==> config.mk <==
export PLATFORM = sky130hd
export DESIGN_NAME = asrf_rsp_fifo
export DESIGN_NICKNAME = d
export VERILOG_FILES = /design/src/design/asrf_pkg.sv /design/src/design/asrf_rsp_fifo.sv
export SDC_FILE = /design/constraint.sdc
export NUM_CORES = 1
export LEC_CHECK = 0
export BUFFER_PORTS_ARGS = -buffer_cell sky130_fd_sc_hd__buf_2
export CELL_PAD_IN_SITES_DETAIL_PLACEMENT = 1
export CELL_PAD_IN_SITES_GLOBAL_PLACEMENT = 1
export CORE_UTILIZATION = 52
export CTS_BUF_LIST = sky130_fd_sc_hd__clkbuf_8
export CTS_CLUSTER_SIZE = 20
export DETAILED_ROUTE_END_ITERATION = 8
export PLACE_DENSITY_LB_ADDON = 0.1
export SLEW_MARGIN = 0
export SYNTH_ARGS = -nofsm -noshare
export SYNTH_HDL_FRONTEND = slang
export SYNTH_SLANG_ARGS = --single-unit
==> constraint.sdc <==
create_clock -name clock -period 2.5 [get_ports clock]
set_input_delay 0.125 -clock clock [delete_from_list [all_inputs] [get_ports clock]]
set_output_delay 0.125 -clock clock [all_outputs]
set_load 0.01 [all_outputs]
==> src/design/asrf_pkg.sv <==
`default_nettype none

package asrf_pkg;

   // fixed field widths of the block's ports
   localparam int FIELD_W   = 16;
   localparam int FILL_W    = 11;
   localparam int LEN_W     = 7;
   localparam int NUM_BUF_W = 5;

   // result queue in front of the rsp port
   localparam int RSP_DEPTH = 4;
   localparam int RSP_CNT_W = 3;
   localparam int RSP_PTR_W = 2;

   localparam logic [NUM_BUF_W-1:0] NUM_BUF_RESET = 5'd2;
   localparam logic [NUM_BUF_W-1:0] NUM_BUF_MIN   = 5'd1;

   localparam logic REQ_PUT  = 1'b0;
   localparam logic REQ_TAKE = 1'b1;

   typedef enum logic [2:0] {
      ST_STORED   = 3'd0,
      ST_WAIT     = 3'd1,
      ST_OVERFLOW = 3'd2,
      ST_DATA     = 3'd3,
      ST_SILENCE  = 3'd4
   } status_type;

   typedef enum logic {
      CS_IDLE = 1'b0,
      CS_TAKE = 1'b1
   } ctrl_state_type;

   typedef struct packed {
      status_type          status;
      logic [FIELD_W-1:0]  left;
      logic [FIELD_W-1:0]  right;
      logic                last;
      logic [FILL_W-1:0]   fill;
   } rsp_word_type;

endpackage

`default_nettype wire

==> src/design/asrf_rsp_fifo.sv <==
`default_nettype none

module asrf_rsp_fifo (
   input  wire logic                            clock,
   input  wire logic                            reset,
   input  wire logic                            push,
   input  wire asrf_pkg::rsp_word_type          push_word,
   output logic      [asrf_pkg::RSP_CNT_W-1:0]  count,
   output logic                                 rsp_valid,
   input  wire logic                            rsp_ready,
   output asrf_pkg::rsp_word_type               rsp_word
);

   import asrf_pkg::*;

   rsp_word_type          entry_ff [RSP_DEPTH];
   logic [RSP_PTR_W-1:0]  head_ff, head_in;
   logic [RSP_PTR_W-1:0]  tail_ff, tail_in;
   logic [RSP_CNT_W-1:0]  count_ff, count_in;
   logic                  pop;

   assign rsp_valid = (count_ff != '0);
   assign pop       = rsp_valid && rsp_ready;
   assign rsp_word  = entry_ff[head_ff];
   assign count     = count_ff;

   always_comb begin
      head_in  = pop  ? head_ff + 1'b1 : head_ff;
      tail_in  = push ? tail_ff + 1'b1 : tail_ff;
      count_in = count_ff + RSP_CNT_W'(push) - RSP_CNT_W'(pop);
   end

   always_ff @(posedge clock) begin
      if (reset) begin
         head_ff  <= '0;
         tail_ff  <= '0;
         count_ff <= '0;
      end else begin
         head_ff  <= head_in;
         tail_ff  <= tail_in;
         count_ff <= count_in;
      end
   end

   always_ff @(posedge clock) begin
      if (push) begin
         entry_ff[tail_ff] <= push_word;
      end
   end

endmodule

`default_nettype wire

# Word level (Yosys, flattened, before mapping)
# Memory sizes are Yosys's and may differ from the RTL's. A register that Yosys moved wholly into a read port is not among the register bits.
# Cells that the tools add are included.
dict set report op_classes {
  n_addsub 4
  muxes 4
  reduce_logical 2
}
# cell count
set ops {}
lappend ops {{adder 2 x 1 -> 2 bit (second input constant)} 2}
lappend ops {{two-way mux 2 bit} 2}
lappend ops {{adder 3 x 1 -> 3 bit} 1}
lappend ops {{nonzero test 3 bit} 1}
lappend ops {{subtractor 3 x 1 -> 3 bit} 1}
lappend ops {{two-way mux 1 bit} 2}
lappend ops {{logical AND 1 bit} 1}
dict set report word_totals {
  regBits 7
  mem_bits_rw 188
  inputBits 51
  wordCells 14
  n_memories 1
}
# memory depth width read_ports rd_clocked_by_memory_dff write_ports line
set memory_table {}
lappend memory_table {entry_ff 4 47 1 1 1 asrf_rsp_fifo.sv:16} ;# rsp_word_type entry_ff [RSP_DEPTH];

# Longest topological paths before layout
dict set report depth {
  word_depth 4
  depth_mapped 7
  mapped_depth_nobuf 7
}

# Worst setup path before layout
# No wires, ideal clock.
dict set report synth_path {
  kind {register -> register}
  startpoint {register tail_ff[0]}
  endpoint {memory entry_ff[2][0] (netlist bit), enable pin}
  setup_time_ns 0.409
  t_arrival_ns 1.667
  path_slack_ns 0.423
  stages_incl_launch_ff 4
  n_path_buf 0
  cell_sequence {dfxtp_1 -> inv_1 -> ha_1 -> and2_1}
}
# item line
set synth_rtl {}
lappend synth_rtl {{start, declared} asrf_rsp_fifo.sv:18} ;# logic [RSP_PTR_W-1:0] tail_ff, tail_in;
lappend synth_rtl {{start signal, assigned} asrf_rsp_fifo.sv:40} ;# tail_ff <= tail_in;
lappend synth_rtl {{end, declared} asrf_rsp_fifo.sv:16}
# No word-level cell before the write port.

==> flow_summary.toml <==
[worst_setup_path]
critical_path_required_ns = 2.38
rr_startpoint = "count[1]"
worst_setup_path_start_kind = "flop"
r2r_end = "count[2]"
worstPathArrival_ns = 2.07
cp-end-kind = "primary output"
crit_fanout = 38
crit_type = "reg -> out"
r2r_cells = 7
r2r_slack_ns = 0.54

[power]
p_leak_nw = 3.05
pwr-share-clk_pct = 25.4
vdd_drop_max_mv = 0.741
switching_share_pct = 26.7
p_sw_mw = 1.94
comb_power_share_pct = 20.9
powerDensity_nw_per_um2 = 820
p_int_mw = 5.33
p_seq_share_pct = 53.8

[yosys]
synth_edf_count = 188
synth.avg_cell_area_sq_um = 25.1
syn-num-nets = 348
synth-seq-area-share_pct = 80.1
syn-instance-count = 290
ys_warn_count = 0
synth_seq_cells = 197
synth_ff_type = "edfxtp_1"
synth_area_sq_um = 7280
ys_types = 21
synthArstFlopShare_pct = 0

[global_routing]
grt_overflow = 0
grt_pass1_vias = 3947
grt_max_degree = 39
grt_pass1_wl_um = 20600
antenna_found_initial = 0
track_usage_pct = 20.0

[sta]
slew_viol_final = 0
period_minus_slack_ns = 2.19
slew_headroom_pct = 65.2
hold_viol_final = 0
finalSetupViolCount = 0
rsz0062_at_grt = "no"
min_period_over_period_pct = 87.8
fin_skew_ns = 0.00898
final.setup.worst_slack_ns = 0.306
setup-tns-final_ns = 0
clock.fmax_mhz = 456
worstMarginPinSlew_ns = 0.522
hold_ws_ns = 0.0523

[clock_network]
cts_made_buffers = 17
cts_tree = "done"
clk_latency_ns = 0.44
h-tree-depth = 4
cts_root_buf = "clkbuf_8"
post-cts-setup-buffers = 0
clkTransAtPathRegs_ns = 0.10
cts.sinks = 197
cts_buffer_depth = 2

[layout]
nNetsFinal = 516
layout-drive-gt1-share_pct = 42.3
n_antenna_cell = 0
final_area_sq_um = 8860
area_delta_synth_final_pct = 21.8

[die]
pin_count = 102
die_w_um = 120
initial_core_util_pct = 54.1
die_h_um = 120
coreArea_sq_um = 13500
die_area_sq_um = 14500
rows = 42

[detailed_routing]
wl_met2_um = 7100
met3_length_um = 500
met1_length_um = 5650
vias = 3427
drt-pass1-iter-count = 4
viasPerCell = 5.30
drt-total-wl_um = 13400
drc = 0
ant_nets = 0
wl_per_cell_um = 20.7
drt_iter0_drc = 184
top_layer = "met4"

[place]
gp_congestion = 0.648
placed_cell_area_sq_um = 8030
port_buffers = 101
pre_cts_slack_ns = 0.542
dp_hpwl_um = 8040

[min_path]
min_path_cells = 3
min_from = "push"
hold_path_end = "tail_ff[0]"
hold_path_class = "in -> reg"

[outcome]
outcome = "complete, no violations"

[job]
cap_violations = 0
-- flip-flops by register name, indices dropped and copies added, names as in the netlist, named ones only --
| name | count |
|---|---|
| entry_ff | 188 |
| count | 3 |
| tail_ff | 2 |
| head_ff | 2 |
-- worst max path at each step --
stage | endpoint | startpoint
6_report | rsp_word[39] | flop
5_1_grt | rsp_word[35] | flop
4_1_cts | rsp_word[39] | flop
3_5_place_dp | count[2] | count[1]
3_3_place_gp | count[2] | count[1]
2_1_floorplan | entry_ff[2][0] | tail_ff[0]
-- synth_stat cells (2+ instances only) --
master	count	area, sq um
mux2_2	3	33.8
and2_1	4	25.0
edfxtp_1	188	5650
buf_12	3	60.1
dfxtp_1	9	180
buf_2	4	20.0
ha_1	6	75.1
nor2_1	5	18.8
nor2b_1	4	25.0
inv_1	6	22.5
mux4_2	47	1060
clkbuf_1	2	7.51
-- critical path, stage by stage (launching register included) --
cell	delay, ns
dfxtp_4	0.50
buf_12	0.32
mux4_2	0.58
buf_2	0.16
-- cell families (layout without fill, tap and decap cells) --
logic type      Yosys count  in the layout  synth area share, %
xor+xnor                  2              2                0.447
buf+inv                  17            198                 1.77
fa+ha+maj                 7              7                 1.31
simple gates             14             14                 1.03
mux                      51             51                 15.1
compound gates            2              2                0.241
flops                   197            197                 80.1
-- routing by layer --
metal  up-vias  GRT usage (%)
met5         -              0
met4         0           6.56
met3        16           4.95
met2        76           34.9
met1      1777           24.7
li1       1558              -
-- through the flow --
| step | total power [mW] | std cells | utilization (%) |
|---|---|---|---|
| floorplan | 4.99 | 290 | - |
| global placement | 5.43 | 567 | 59.7 |
| detailed placement | 5.47 | 567 | 59.7 |
| CTS | 7.36 | 647 | 65.9 |
| global route | 7.58 | 647 | 65.9 |
| finish | 7.27 | 647 | 65.9 |
-- power groups by stage --
| stage | clock [mW] | sequential [mW] | combinational, mW |
|---|---|---|---|
| global placement | 0 | 3.97 | 1.46 |
| floorplan | 0 | 3.94 | 1.05 |
| finish | 1.84 | 3.91 | 1.52 |
| detailed placement | 0 | 3.99 | 1.49 |
| CTS | 1.90 | 3.91 | 1.55 |
| global route | 2.00 | 3.93 | 1.65 |
-- final cells by class --
cell class                 instances  area [sq um]
sequential                       197          5830
fill                            1152          4590
multi-input combinational         76          1330
timing repair buffer             160          1110
clock buffer                      17           234
tap                              176           220
clock inverter                    15           120
inverter                           6          22.5
-- placed cells by master (no fill, tap or decap), types with 2 or more instances in the layout --
cell type and count:
dfxtp_1 7, nor2_1 5, dlygate4sd3_1 48, mux2_2 3, edfxtp_1 188, buf_4 8
mux4_2 47, clkbuf_8 17, nor2b_1 4, and2_2 4, buf_12 3, ha_1 6
inv_1 6, clkinv_4 3, inv_6 6, buf_2 101, inv_8 2, clkinv_2 3
-- timing repair --
action | 4_1_cts | 5_1_grt
hold buffers | 48 | 0
setup endpoints to repair | 0 | 0
resized for setup | 0 | 0
hold endpoints to repair | 193 | 0
Power figures use the tool's default switching activity.
