===== src/design/asrf_pkg.sv =====
`default_nettype none

package asrf_pkg;

   // fixed field widths of the block's ports
   localparam int FIELD_W   = 16;
   localparam int FILL_W    = 11;
   localparam int LEN_W     = 7;
   localparam int NUM_BUF_W = 5;

   // result queue in front of the rsp port
   localparam int RSP_DEPTH = 4;
   localparam int RSP_CNT_W = 3;
   localparam int RSP_PTR_W = 2;

   localparam logic [NUM_BUF_W-1:0] NUM_BUF_RESET = 5'd2;
   localparam logic [NUM_BUF_W-1:0] NUM_BUF_MIN   = 5'd1;

   localparam logic REQ_PUT  = 1'b0;
   localparam logic REQ_TAKE = 1'b1;

   typedef enum logic [2:0] {
      ST_STORED   = 3'd0,
      ST_WAIT     = 3'd1,
      ST_OVERFLOW = 3'd2,
      ST_DATA     = 3'd3,
      ST_SILENCE  = 3'd4
   } status_type;

   typedef enum logic {
      CS_IDLE = 1'b0,
      CS_TAKE = 1'b1
   } ctrl_state_type;

   typedef struct packed {
      status_type          status;
      logic [FIELD_W-1:0]  left;
      logic [FIELD_W-1:0]  right;
      logic                last;
      logic [FILL_W-1:0]   fill;
   } rsp_word_type;

endpackage

`default_nettype wire


===== src/design/asrf_ctrl.sv =====
`default_nettype none

module asrf_ctrl #(
   parameter int STORE_DEPTH = 1024,
   parameter int MAX_CHUNK   = 64,
   parameter int STORED_W    = 16,
   parameter int ADDR_W      = 10
) (
   input  wire logic                              clock,
   input  wire logic                              reset,
   input  wire logic                              csr_wr_en,
   input  wire logic [asrf_pkg::NUM_BUF_W-1:0]    csr_num_buffers,
   input  wire logic                              req_valid,
   output logic                                   req_ready,
   input  wire logic                              req_type,
   input  wire logic                              req_chunk_start,
   input  wire logic signed [asrf_pkg::FIELD_W-1:0] req_in_left,
   input  wire logic signed [asrf_pkg::FIELD_W-1:0] req_in_right,
   input  wire logic [asrf_pkg::LEN_W-1:0]        req_take_length,
   output logic                                   mem_wr_en,
   output logic      [ADDR_W-1:0]                 mem_wr_addr,
   output logic      [2*STORED_W-1:0]             mem_wr_data,
   output logic                                   mem_rd_en,
   output logic      [ADDR_W-1:0]                 mem_rd_addr,
   input  wire logic [2*STORED_W-1:0]             mem_rd_data,
   input  wire logic [asrf_pkg::RSP_CNT_W-1:0]    fifo_count,
   output logic                                   fifo_push,
   output asrf_pkg::rsp_word_type                 fifo_word
);

   import asrf_pkg::*;

   localparam int                HELD_W    = $clog2(STORE_DEPTH + 1);
   localparam logic [ADDR_W-1:0] LAST_ADDR = ADDR_W'(STORE_DEPTH - 1);
   localparam logic [HELD_W-1:0] FULL_CNT  = HELD_W'(STORE_DEPTH);
   localparam logic [LEN_W-1:0]  LEN_MAX   = LEN_W'(MAX_CHUNK);

   ctrl_state_type          state_ff, state_in;
   logic [ADDR_W-1:0]       wr_ptr_ff, wr_ptr_in;
   logic [ADDR_W-1:0]       rd_ptr_ff, rd_ptr_in;
   logic [HELD_W-1:0]       held_ff, held_in;
   logic [LEN_W-1:0]        last_len_ff, last_len_in;
   logic [NUM_BUF_W-1:0]    num_buf_ff, num_buf_in;
   logic [LEN_W-1:0]        remain_ff, remain_in;
   logic                    silent_ff, silent_in;
   logic                    pipe_valid_ff, pipe_valid_in;
   logic                    pipe_data_ff, pipe_data_in;
   rsp_word_type            pipe_word_ff, pipe_word_in;

   logic                    issue_ok;
   logic                    req_fire;
   logic [LEN_W-1:0]        take_len;
   logic [11:0]             wait_limit;

   // room in the result queue, counting the word in flight
   assign issue_ok   = (fifo_count + RSP_CNT_W'(pipe_valid_ff)) < RSP_CNT_W'(RSP_DEPTH);
   assign req_ready  = (state_ff == CS_IDLE) && issue_ok;
   assign req_fire   = req_valid && req_ready;
   assign take_len   = (req_take_length > LEN_MAX) ? LEN_MAX : req_take_length;
   assign wait_limit = 12'(num_buf_ff) * 12'(last_len_ff);

   assign mem_wr_addr = wr_ptr_ff;
   assign mem_rd_addr = rd_ptr_ff;
   assign mem_wr_data = {req_in_right[STORED_W-1:0], req_in_left[STORED_W-1:0]};

   assign num_buf_in = !csr_wr_en ? num_buf_ff
                     : (csr_num_buffers == '0) ? NUM_BUF_MIN : csr_num_buffers;

   // next state
   always_comb begin
      state_in = state_ff;
      case (state_ff)
         CS_IDLE: begin
            if (req_fire && (req_type == REQ_TAKE) && (take_len != '0)) begin
               state_in = CS_TAKE;
            end
         end
         CS_TAKE: begin
            if (issue_ok && (remain_ff == LEN_W'(1))) begin
               state_in = CS_IDLE;
            end
         end
         default: state_in = CS_IDLE;
      endcase
   end

   // datapath and memory access
   always_comb begin
      wr_ptr_in     = wr_ptr_ff;
      rd_ptr_in     = rd_ptr_ff;
      held_in       = held_ff;
      last_len_in   = last_len_ff;
      remain_in     = remain_ff;
      silent_in     = silent_ff;
      pipe_valid_in = 1'b0;
      pipe_data_in  = pipe_data_ff;
      pipe_word_in  = pipe_word_ff;
      mem_wr_en     = 1'b0;
      mem_rd_en     = 1'b0;
      case (state_ff)
         CS_IDLE: begin
            if (req_fire && (req_type == REQ_PUT)) begin
               pipe_valid_in      = 1'b1;
               pipe_data_in       = 1'b0;
               pipe_word_in.left  = '0;
               pipe_word_in.right = '0;
               pipe_word_in.last  = 1'b1;
               if (req_chunk_start && (32'(held_ff) > 32'(wait_limit))) begin
                  pipe_word_in.status = ST_WAIT;
               end else if (held_ff >= FULL_CNT) begin
                  pipe_word_in.status = ST_OVERFLOW;
               end else begin
                  pipe_word_in.status = ST_STORED;
                  mem_wr_en = 1'b1;
                  wr_ptr_in = (wr_ptr_ff == LAST_ADDR) ? '0 : wr_ptr_ff + 1'b1;
                  held_in   = held_ff + 1'b1;
               end
            end else if (req_fire) begin
               last_len_in = take_len;
               remain_in   = take_len;
               silent_in   = 32'(take_len) > 32'(held_ff);
            end
         end
         CS_TAKE: begin
            if (issue_ok) begin
               pipe_valid_in      = 1'b1;
               remain_in          = remain_ff - 1'b1;
               pipe_word_in.left  = '0;
               pipe_word_in.right = '0;
               pipe_word_in.last  = (remain_ff == LEN_W'(1));
               if (silent_ff) begin
                  pipe_word_in.status = ST_SILENCE;
                  pipe_data_in        = 1'b0;
               end else begin
                  pipe_word_in.status = ST_DATA;
                  pipe_data_in        = 1'b1;
                  mem_rd_en = 1'b1;
                  rd_ptr_in = (rd_ptr_ff == LAST_ADDR) ? '0 : rd_ptr_ff + 1'b1;
                  held_in   = held_ff - 1'b1;
               end
            end
         end
         default: ;
      endcase
      if (pipe_valid_in) begin
         pipe_word_in.fill = FILL_W'(held_in);
      end
   end

   // read data lands together with the staged word
   always_comb begin
      fifo_push = pipe_valid_ff;
      fifo_word = pipe_word_ff;
      if (pipe_data_ff) begin
         fifo_word.left  = FIELD_W'(mem_rd_data[STORED_W-1:0]);
         fifo_word.right = FIELD_W'(mem_rd_data[2*STORED_W-1:STORED_W]);
      end
   end

   always_ff @(posedge clock) begin
      if (reset) begin
         state_ff      <= CS_IDLE;
         wr_ptr_ff     <= '0;
         rd_ptr_ff     <= '0;
         held_ff       <= '0;
         last_len_ff   <= '0;
         num_buf_ff    <= NUM_BUF_RESET;
         pipe_valid_ff <= 1'b0;
      end else begin
         state_ff      <= state_in;
         wr_ptr_ff     <= wr_ptr_in;
         rd_ptr_ff     <= rd_ptr_in;
         held_ff       <= held_in;
         last_len_ff   <= last_len_in;
         num_buf_ff    <= num_buf_in;
         pipe_valid_ff <= pipe_valid_in;
      end
   end

   always_ff @(posedge clock) begin
      remain_ff    <= remain_in;
      silent_ff    <= silent_in;
      pipe_data_ff <= pipe_data_in;
      pipe_word_ff <= pipe_word_in;
   end

endmodule

`default_nettype wire


===== config.mk =====
export PLATFORM = sky130hd
export DESIGN_NAME = asrf_ctrl
export DESIGN_NICKNAME = d
export VERILOG_FILES = /design/src/design/asrf_pkg.sv /design/src/design/asrf_ctrl.sv
export SDC_FILE = /design/constraint.sdc
export NUM_CORES = 1
export LEC_CHECK = 0
export BUFFER_PORTS_ARGS = -buffer_cell sky130_fd_sc_hd__buf_2
export CAP_MARGIN = 25
export CORE_MARGIN = 2
export CORE_UTILIZATION = 40
export DETAILED_ROUTE_END_ITERATION = 8
export GPL_ROUTABILITY_DRIVEN = 0
export PLACE_DENSITY = 0.67
export SLEW_MARGIN = 15
export SYNTH_ARGS = -nofsm -noshare
export SYNTH_HDL_FRONTEND = slang
export SYNTH_SLANG_ARGS = --single-unit

===== constraint.sdc =====
create_clock -name clock -period 11.2 [get_ports clock]
set_input_delay 2.24 -clock clock [delete_from_list [all_inputs] [get_ports clock]]
set_output_delay 2.24 -clock clock [all_outputs]
set_load 0.01 [all_outputs]

# After elaboration in Yosys (flattened, before gate mapping)
# Cells that the tools add are included.
[totals] out_inout_bits=103 register_bits=101 input_bits=85
[classes] magnitude_cmp=5 addsub=6 mux=37 multipliers=1 bitwise_logic=6 n_eq_ne=7 reduce_logical=14
[ops] operator="2-to-1 mux 36 bit" count=2
[ops] operator="case mux 36 bit (2 select lines)" count=1
[ops] operator="2-to-1 mux 11 bit" count=5
[ops] operator="2-to-1 mux 32 bit" count=1
[ops] operator="2-to-1 mux 7 bit" count=4
[ops] operator="case mux 11 bit (2 select lines)" count=1
[ops] operator="adder 10 x 1 -> 10 bit (second input constant)" count=2
[ops] operator="== test 10 bit (second input constant)" count=2
[ops] operator="2-to-1 mux 10 bit" count=2
[ops] operator="case mux 7 bit (2 select lines)" count=1
[ops] operator="2-to-1 mux 1 bit" count=13
[ops] operator="> comparator 11 x 12 -> 1 bit" count=1
[ops] operator="multiplier 5 x 7 -> 12 bit" count=1
[ops] operator="adder 11 x 1 -> 11 bit (second input constant)" count=1
[ops] operator=">= comparator 11 bit (second input constant)" count=1
[ops] operator="> comparator 7 x 11 -> 1 bit" count=1
[ops] operator="subtractor 11 x 1 -> 11 bit (second input constant)" count=1
[ops] operator="AND reduction 3 bit" count=3
[ops] operator="== test 7 x 1 -> 1 bit (second input constant)" count=1
[ops] operator="> comparator 7 bit (second input constant)" count=1
[ops] operator="logical AND 1 bit" count=7
[ops] operator="nonzero test 7 bit" count=1
[ops] operator="subtractor 7 x 1 -> 7 bit (second input constant)" count=1
[ops] operator="inverter 1 bit" count=6
[ops] operator="other kinds (11)" count=16

# Longest topological paths before layout
# Gate-level depths: netlist of the first run.
[logic_depth] depth_word=8 depth_mapped=22 mapped_depth_nobuf=21

# Worst setup path before layout of the first run
# OpenSTA, ideal clock, no wires.
[synth_path] path_kind="reg2out" start="reg num_buf_ff[4]" end="out mem_wr_en" t_required_ps=8960 setup_slack_ps=4485 stages_incl_launch_ff=19 arrival_time_ps=4475 n_path_buf=0 cell_sequence="dfxtp_1 nand2_1 fa_1 fa_1 fa_1 inv_1 ha_1 a21o_1 a21oi_1 o21bai_1 a21oi_1 o21ai_0 xnor2_1 ha_1 nand3_1 o41ai_1 a21oi_1 o21a_2 nor2_1"
[synth_via] elab_chain_len=6
[synth_lines] element="start, declared" line_no="asrf_ctrl.sv:43" source="logic [NUM_BUF_W-1:0] num_buf_ff, num_buf_in;"
[synth_lines] element="start signal, assigned" line_no="asrf_ctrl.sv:175" source="num_buf_ff <= num_buf_in;"
[synth_lines] element="multiplier 5 x 7 -> 12 bit" line_no="asrf_ctrl.sv:60" source="assign wait_limit = 12'(num_buf_ff) * 12'(last_len_ff);"
[synth_lines] element="> comparator 11 x 12 -> 1 bit" line_no="asrf_ctrl.sv:108" source="if (req_chunk_start && (32'(held_ff) > 32'(wait_limit))) begin"
[synth_lines] element="logical AND 1 bit" line_no="asrf_ctrl.sv:108"
[synth_lines] element="2-to-1 mux 1 bit" line_no="asrf_ctrl.sv:108"
[synth_lines] element="2-to-1 mux 1 bit" line_no="asrf_ctrl.sv:102" source="if (req_fire && (req_type == REQ_PUT)) begin"
[synth_lines] element="2-to-1 mux 1 bit" line_no="asrf_ctrl.sv:100" source="case (state_ff)"
[synth_lines] element="end, declared" line_no="asrf_ctrl.sv:20" source="output logic mem_wr_en,"
# No other way between the ends.

# Worst setup path in the final report of the first run
# Ends and elaborated chain as after synthesis.

==> results.cfg, run 1 <==
[status]
status = completed

[floorplanning]
die_y_um = 119
pin_count = 188
die_area_sq_mm = 0.0140
coreArea_sq_mm = 0.0127
rows = 41
die-width_um = 119
start_util_pct = 41.2

[clock_tree]
cts_buffers = 9
cts_sinks = 69
cts_root_buf = clkbuf_16
cts_resized = 0
htreeDepth = 3
clkTransAtPathRegs_ns = 0.06
cts_setup_buffers = 0
clock_path_buffers = 2
clk_latency_ns = 0.33
cts_tree = built
cts_hold_buffers = 0

[global_route]
antenna_found_initial = 0
grt_max_degree = 51
grt_pass1_vias = 4345
grt_first_pass_wirelength_mm = 20.4
gr-total-overflow = 0
grt.total_usage_pct = 17.7

[sta]
timing.final.crit_share_pct = 68.7
slew-limit-headroom_pct = 35.8
rsz0062_at_grt = false
fin_crit_ns = 7.69
setup_tns_ns = 0
max_freq_mhz = 130
worst_slack_ns = 3.51
fin_worst_skew_ns = 0.00872
slew_violations = 0
worstMarginPinSlew_ns = 0.963
setup_viol = 0
hold_viol_final = 0

[yosys]
netlist_instances = 591
ys_top_cells_by_area = dfxtp_1, edfxtp_1, ha_1
synth_edf_count = 24
async_reset_ff_share_pct = 0
synth.distinct_cells = 56
yosysWarnings = 0
ys.flop_type = dfxtp_1
synth.top_cell.area_share_pct = 17.2
syn_area_sq_mm = 0.00525
synth.ff_latch_count = 69
yosysSeqAreaShare_pct = 30.9
synth_area_per_cell_sq_um = 8.87
synth_nets = 736
yosysTopAreaCell = dfxtp_1

[worst_setup_path]
crit_cells = 19
critPathCapture = mem_wr_en
path_class = reg -> out
crit_chain = nand2_1 > fa_1 > fa_1 > fa_1 > inv_1 > ha_1 > a21o_1 > a21oi_1 > o21bai_1 > a21oi_1 > o21ai_0 > xnor2_1 > ha_1 > nand3_1 > o41ai_1 > a21oi_1 > o21a_2 > nor2_1 > buf_2
end_kind = primary output
critical-path-max-stage-delay_ns = 0.54
crit_required_ns = 8.96
arrival_ns = 5.45
r2r-start = num_buf_ff[4]
r2r_slack_ns = 5.69
reg2reg_depth = 19
r2r-end = fifo_word[6]
crit_fanout = 18
crit_buf_inv = 2
crit_slowest_cell = fa_1
cp-startpoint = num_buf_ff[4]
cp-start-kind = register
crit_family = adder cells

[cells_and_area]
final_cell_mix = buf_2, and2_1, nor2_1, ha_1, dfxtp_1
num_antenna_cells = 0
nets = 820
final_area_sq_mm = 0.00607
utilization_pct = 47.7
final_common_cell = buf_2
layout-drive-gt1-share_pct = 23.2
area_growth_syn_to_layout_pct = 15.7
num-fill-cells = 1216

[detailed_routing]
wl_per_cell_um = 14.7
drt_first_pass_iters = 5
vias = 4478
wl_mm = 12.5
route.detailed.drc = 0
drtAntennaViolNets = 0
drtIter0Drc = 208
drt-vias-per-instance = 5.26

[power_and_ir_drop]
peakVddDrop_uv = 69.2
switchingPower_uw = 176
powerDensity_mw_per_mm2 = 108
p_leak_nw = 2.80
pwr-share-clk_pct = 41.6
p_total_uw = 659
power_frac_seq_pct = 42.6
p_int_uw = 483
sw_frac_of_total_pct = 26.7
share_comb_of_total_power_pct = 15.8

[placement]
dp_hpwl_mm = 9.70
dp_slack_ns = 3.87
dpl-instance-area_sq_mm = 0.00577
portBuffers = 123

[flow_run]
cap_violations = 0

[min_path]
worstHoldPathType = reg -> reg
synthesized netlist by cell type, drive strengths merged, types with 2 or more instances:
cell type  number
inv            35
mux2            9
or4             4
a211oi          4
o21bai          3
a31oi           6
clkbuf         15
nand4          11
nand3          17
and2           56
o21a            5
edfxtp         24
mux2i          11
a21oi          32
fa             15
o21ai          16
nor2           54
and4            4
dfxtp          45
nand2          34
a311oi          4
o31ai           6
xnor2          16
nand2b          6
ha             45
xor2           14
buf            40
or3             4
and3            9
nor4            6
nor2b          12
a21o            4
a211o           2
nor3           10
tightest hold or removal path, stage by stage (launching register included):
cell and delay [ns]:
dfxtp_1 0.32, o21ai_0 0.07, a21oi_1 0.06
power groups by stage:
stage | clock, mW | combinational, mW | sequential [mW]
floorplan | 0 | 0.0796 | 0.283
global placement | 0 | 0.0993 | 0.285
detailed placement | 0 | 0.103 | 0.286
CTS | 0.281 | 0.103 | 0.280
global route | 0.294 | 0.116 | 0.282
finish | 0.274 | 0.104 | 0.280
how the worst min path moves through the flow:
stage	end	from	cells past startpoint	slack, ns
2_1_floorplan	last_len_ff[0]	last_len_ff[0]	2	0.49
3_3_place_gp	mem_rd_addr[6]	mem_rd_addr[6]	2	0.48
3_5_place_dp	mem_rd_addr[6]	mem_rd_addr[6]	2	0.49
4_1_cts	mem_rd_addr[6]	mem_rd_addr[6]	2	0.50
5_1_grt	mem_wr_addr[6]	mem_wr_addr[6]	2	0.54
6_report	mem_rd_addr[6]	mem_rd_addr[6]	2	0.50
registers in the layout (all words and copies together), names as in the netlist:
name	count
state_ff	1
held_ff	11
fifo_word	15
pipe_data_ff	1
silent_ff	1
last_len_ff	7
fifo_push	1
remain_ff	7
mem_rd_addr	10
num_buf_ff	5
mem_wr_addr	10
final cells by class:
type	instances	area [sq um]	share of cell area [%]
clock buffers	13	272	4.47
clock inverters	3	17.5	0.289
inverters	35	131	2.16
multi-input cells	432	3160	52.1
flip-flops and latches	69	1620	26.7
well taps	172	215	3.54
repair buffers	128	653	10.8
cell families after synthesis:
| group | Yosys count | share of synthesized area (%) |
|---|---|---|
| AND/OR/NAND/NOR | 231 | 23.3 |
| AO/OA/AOI/OAI | 91 | 11.3 |
| buffers and inverters | 90 | 8.83 |
| flip-flops | 69 | 30.9 |
| adder cells (fa/ha/maj) | 60 | 16.5 |
| XOR/XNOR | 30 | 5.15 |
| multiplexers | 20 | 4.10 |
metal layers:
metal / vias to the layer above / wire (um) / global-route usage (%)
li1: 2191 / - / -
met1: 2067 / 5090 / 20.7
met2: 200 / 6240 / 31.1
met3: 20 / 934 / 4.44
met4: 0 / 255 / 6.62
met5: - / 0 / 0
through the flow:
| step | cells | hold slack, ns |
|---|---|---|
| after floorplan | 591 | 0.487 |
| after global placement | 835 | 0.477 |
| after detailed placement | 835 | 0.490 |
| after CTS | 851 | 0.499 |
| after global routing | 852 | 0.542 |
| final | 852 | 0.505 |
Power figures use the tool's default switching activity.
==> run 2: changes to the inputs <==
==> constraint.sdc (replaced) <==
create_clock -name clock -period 8.1 [get_ports clock]
set_input_delay 1.62 -clock clock [delete_from_list [all_inputs] [get_ports clock]]
set_output_delay 1.62 -clock clock [all_outputs]
set_load 0.01 [all_outputs]
==> results.cfg, run 2 (synthesis results as in run 1) <==
[status]
status = completed

[clock_tree]
cts_sinks = 69
cts_setup_buffers = 0
cts_buffers = 9
cts_resized = 0
cts_root_buf = clkbuf_16
cts_hold_buffers = 0
clock_path_buffers = 2
clkTransAtPathRegs_ns = 0.06
cts_tree = built
clk_latency_ns = 0.34
htreeDepth = 3

[sta]
setup_tns_ns = 0
rsz0062_at_grt = false
fin_crit_ns = 7.09
slew-limit-headroom_pct = 36.6
hold_viol_final = 0
max_freq_mhz = 141
slew_violations = 0
setup_viol = 0
fin_worst_skew_ns = 0.00726
worstMarginPinSlew_ns = 0.951
timing.final.crit_share_pct = 87.5

[worst_setup_path]
path_class = reg -> out
crit_fanout = 18
end_kind = primary output
crit_required_ns = 6.48
arrival_ns = 5.47
cp-start-kind = register

[cells_and_area]
nets = 820
area_growth_syn_to_layout_pct = 15.6
final_common_cell = buf_2
largest_reg_flops = 15
layout-drive-gt1-share_pct = 23.1
final_cell_mix = buf_2, and2_1, nor2_1, ha_1, dfxtp_1
num_antenna_cells = 0
num-fill-cells = 1218

[placement]
dp_hpwl_mm = 9.76
portBuffers = 123

[floorplanning]
start_util_pct = 41.2
die_area_sq_mm = 0.0140
rows = 41
pin_count = 188
die-width_um = 119
die_y_um = 119
coreArea_sq_mm = 0.0127

[detailed_routing]
drtAntennaViolNets = 0
wl_mm = 12.6
drt_first_pass_iters = 5
route.detailed.drc = 0
vias = 4513
wl_per_cell_um = 14.8
drtIter0Drc = 196
drt-vias-per-instance = 5.30

[global_route]
grt_pass1_vias = 4369
gr-total-overflow = 0
grt.total_usage_pct = 17.7
grt_max_degree = 51
grt_first_pass_wirelength_mm = 20.5
antenna_found_initial = 0

[power_and_ir_drop]
peakVddDrop_uv = 86.0
p_total_uw = 907
powerDensity_mw_per_mm2 = 150
p_leak_nw = 2.80

[flow_run]
cap_violations = 0

[min_path]
worstHoldPathType = reg -> reg
-- run 2: worst max-delay path, stage by stage, from the launching register on --
cell      delay, ns
dfxtp_1        0.44
nand2_1        0.11
fa_1           0.51
fa_1           0.52
fa_1           0.54
inv_1          0.04
ha_1           0.34
a21o_1         0.18
a21oi_1        0.24
o21bai_1       0.09
a21oi_1        0.21
o21ai_0        0.14
xnor2_1        0.15
ha_1           0.30
nand3_1        0.10
o41ai_1        0.36
a21oi_1        0.10
o21a_2         0.25
nor2_1         0.31
buf_2          0.20
-- run 2: through the flow --
stage | setup WS [ns] | area (sq um) | hold WS (ns) | std cells | util, %
CTS | 0.996 | 6050 | 0.504 | 850 | 47.6
floorplan | 2.00 | 5250 | 0.487 | 591 | -
global route | 0.678 | 6060 | 0.540 | 851 | 47.6
detailed placement | 1.35 | 5770 | 0.496 | 835 | 45.4
finish | 1.01 | 6060 | 0.506 | 851 | 47.6
global placement | 1.59 | 5770 | 0.477 | 835 | 45.4
-- run 2: power breakdown --
| part | internal, mW | switching, mW |
|---|---|---|
| registers | 0.373 | 0.0142 |
| clock network | 0.230 | 0.144 |
| logic | 0.0608 | 0.0835 |
-- run 2: final timing paths --
path,from,to,slack (ns),cells after the start
worst min register to register,mem_rd_addr[6],mem_rd_addr[6],0.51,2
worst min-delay path,mem_rd_addr[6],mem_rd_addr[6],0.51,2
worst max-delay path,num_buf_ff[4],mem_wr_en,1.01,19
worst max register to register,num_buf_ff[4],fifo_word[4],2.55,20
-- run 2: area by class of cell --
| type | instances | area [sq um] | share of cell area (%) |
|---|---|---|---|
| flip-flops and latches | 69 | 1620 | 26.8 |
| repair buffers | 128 | 653 | 10.8 |
| inverters | 35 | 131 | 2.17 |
| clock inverters | 1 | 5.00 | 0.0826 |
| multi-input cells | 432 | 3160 | 52.1 |
| clock buffers | 14 | 274 | 4.52 |
| well taps | 172 | 215 | 3.55 |
-- run 2: metal layers --
metal	share of wire, %	routed length (um)	track usage, %	up-vias
li1	-	-	-	2190
met2	50	6290	31.6	200
met4	2.3	291	6.62	0
met3	7.4	933	4.39	24
met5	0	0	0	-
met1	40	5060	20.5	2099
==> run 3: changes to the inputs <==
--- a/config.mk
+++ b/config.mk
@@ -7,7 +7,7 @@
 export LEC_CHECK = 0
 export BUFFER_PORTS_ARGS = -buffer_cell sky130_fd_sc_hd__buf_2
 export CAP_MARGIN = 25
-export CORE_MARGIN = 2
+export CORE_MARGIN = 4
 export CORE_UTILIZATION = 40
 export DETAILED_ROUTE_END_ITERATION = 8
 export GPL_ROUTABILITY_DRIVEN = 0
==> results.cfg, run 3 (synthesis results as in run 1) <==
[status]
status = completed

[clock_tree]
cts_tree = built
clk_latency_ns = 0.33
clkTransAtPathRegs_ns = 0.05
htreeDepth = 3
cts_resized = 0
cts_hold_buffers = 0
cts_sinks = 69
clock_path_buffers = 2
cts_root_buf = clkbuf_16
cts_setup_buffers = 0
cts_buffers = 9

[power_and_ir_drop]
peakVddDrop_uv = 83.0
sw_frac_of_total_pct = 26.7
p_leak_nw = 2.79
powerDensity_mw_per_mm2 = 146
pwr-share-clk_pct = 39.9
p_total_uw = 886
p_int_uw = 649
share_comb_of_total_power_pct = 16.3
switchingPower_uw = 237
power_frac_seq_pct = 43.8

[floorplanning]
rows = 41
die_area_sq_mm = 0.0150
start_util_pct = 41.2
die-width_um = 123
die_y_um = 123
pin_count = 188
coreArea_sq_mm = 0.0127

[detailed_routing]
drt_first_pass_iters = 5
vias = 4508
drt-vias-per-instance = 5.29
wl_mm = 12.6
route.detailed.drc = 0
wl_per_cell_um = 14.8
drtIter0Drc = 160
drtAntennaViolNets = 0

[global_route]
antenna_found_initial = 0
grt.total_usage_pct = 16.7
grt_max_degree = 51
grt_pass1_vias = 4335
grt_first_pass_wirelength_mm = 20.2
gr-total-overflow = 0

[cells_and_area]
final_cell_mix = buf_2, and2_1, nor2_1, ha_1, dfxtp_1
nets = 820
area_growth_syn_to_layout_pct = 15.3
largest_reg_flops = 15
num_antenna_cells = 0
layout-drive-gt1-share_pct = 22.9
final_common_cell = buf_2

[min_path]
worstHoldPathType = reg -> reg
holdPathStages = 2

[sta]
setup_tns_ns = 0
fin_worst_skew_ns = 0.00616
hold_viol_final = 0
worstMarginPinSlew_ns = 0.950
timing.final.crit_share_pct = 87.3
setup_viol = 0
slew-limit-headroom_pct = 36.7
max_freq_mhz = 141
fin_crit_ns = 7.07
rsz0062_at_grt = false
slew_violations = 0

[placement]
dp_hpwl_mm = 10.0
portBuffers = 123

[worst_setup_path]
crit_required_ns = 6.48
reg2reg_depth = 20
r2r_slack_ns = 2.53
arrival_ns = 5.45
path_class = reg -> out
end_kind = primary output
cp-start-kind = register
crit_fanout = 18

[flow_run]
cap_violations = 0
## run 3: changes by cell type in the layout (fill, tap and decap cells not counted), sizes merged
cell,delta
clkinv,+1
## run 3: power groups by stage
| stage | logic [mW] | clock network [mW] | registers, mW |
|---|---|---|---|
| 2_1_floorplan | 0.110 | 0 | 0.391 |
| 3_3_place_gp | 0.138 | 0 | 0.394 |
| 3_5_place_dp | 0.143 | 0 | 0.395 |
| 4_1_cts | 0.143 | 0.365 | 0.388 |
| 5_1_grt | 0.163 | 0.380 | 0.390 |
| 6_report | 0.144 | 0.354 | 0.388 |
## run 3: metrics by stage
stage | std cells | util [%] | hold WS, ns | cell area (sq um) | setup slack (ns)
6_report | 852 | 47.5 | 0.506 | 6050 | 1.03
5_1_grt | 852 | 47.5 | 0.519 | 6050 | 0.686
2_1_floorplan | 591 | - | 0.487 | 5250 | 2.00
3_3_place_gp | 835 | 45.4 | 0.477 | 5770 | 1.59
4_1_cts | 851 | 47.5 | 0.499 | 6040 | 1.03
3_5_place_dp | 835 | 45.4 | 0.490 | 5770 | 1.42
## run 3: per-layer routing
layer / up-vias / routed length, um / global-route usage, %
li1: 2195 / - / -
met1: 2079 / 4990 / 19.0
met2: 206 / 6240 / 29.9
met3: 28 / 1060 / 3.32
met4: 0 / 317 / 7.77
met5: - / 0 / 0
## run 3: critical path, cell delays in order (launching register included)
cell and delay (ns):
dfxtp_1 0.42, nand2_1 0.12, fa_1 0.53, fa_1 0.52
fa_1 0.54, inv_1 0.04, ha_1 0.34, a21o_1 0.17
a21oi_1 0.22, o21bai_1 0.09, a21oi_1 0.21, o21ai_0 0.15
xnor2_1 0.14, ha_1 0.30, nand3_1 0.09, o41ai_1 0.36
a21oi_1 0.10, o21a_2 0.25, nor2_1 0.32, buf_2 0.20
## run 3: layout make-up
cell class,count,area [sq um]
Multi-Input combinational cell,432,3160
Tap cell,172,215
Timing Repair Buffer,128,653
Fill cell,1255,6680
Clock inverter,2,10.0
Inverter,35,131
Sequential cell,69,1620
Clock buffer,14,254
## run 3: final timing paths
check / startpoint / to
max: num_buf_ff[4] / mem_wr_en
min: mem_rd_addr[6] / mem_rd_addr[6]
min reg2reg: mem_rd_addr[6] / mem_rd_addr[6]
max reg2reg: num_buf_ff[4] / fifo_word[2]
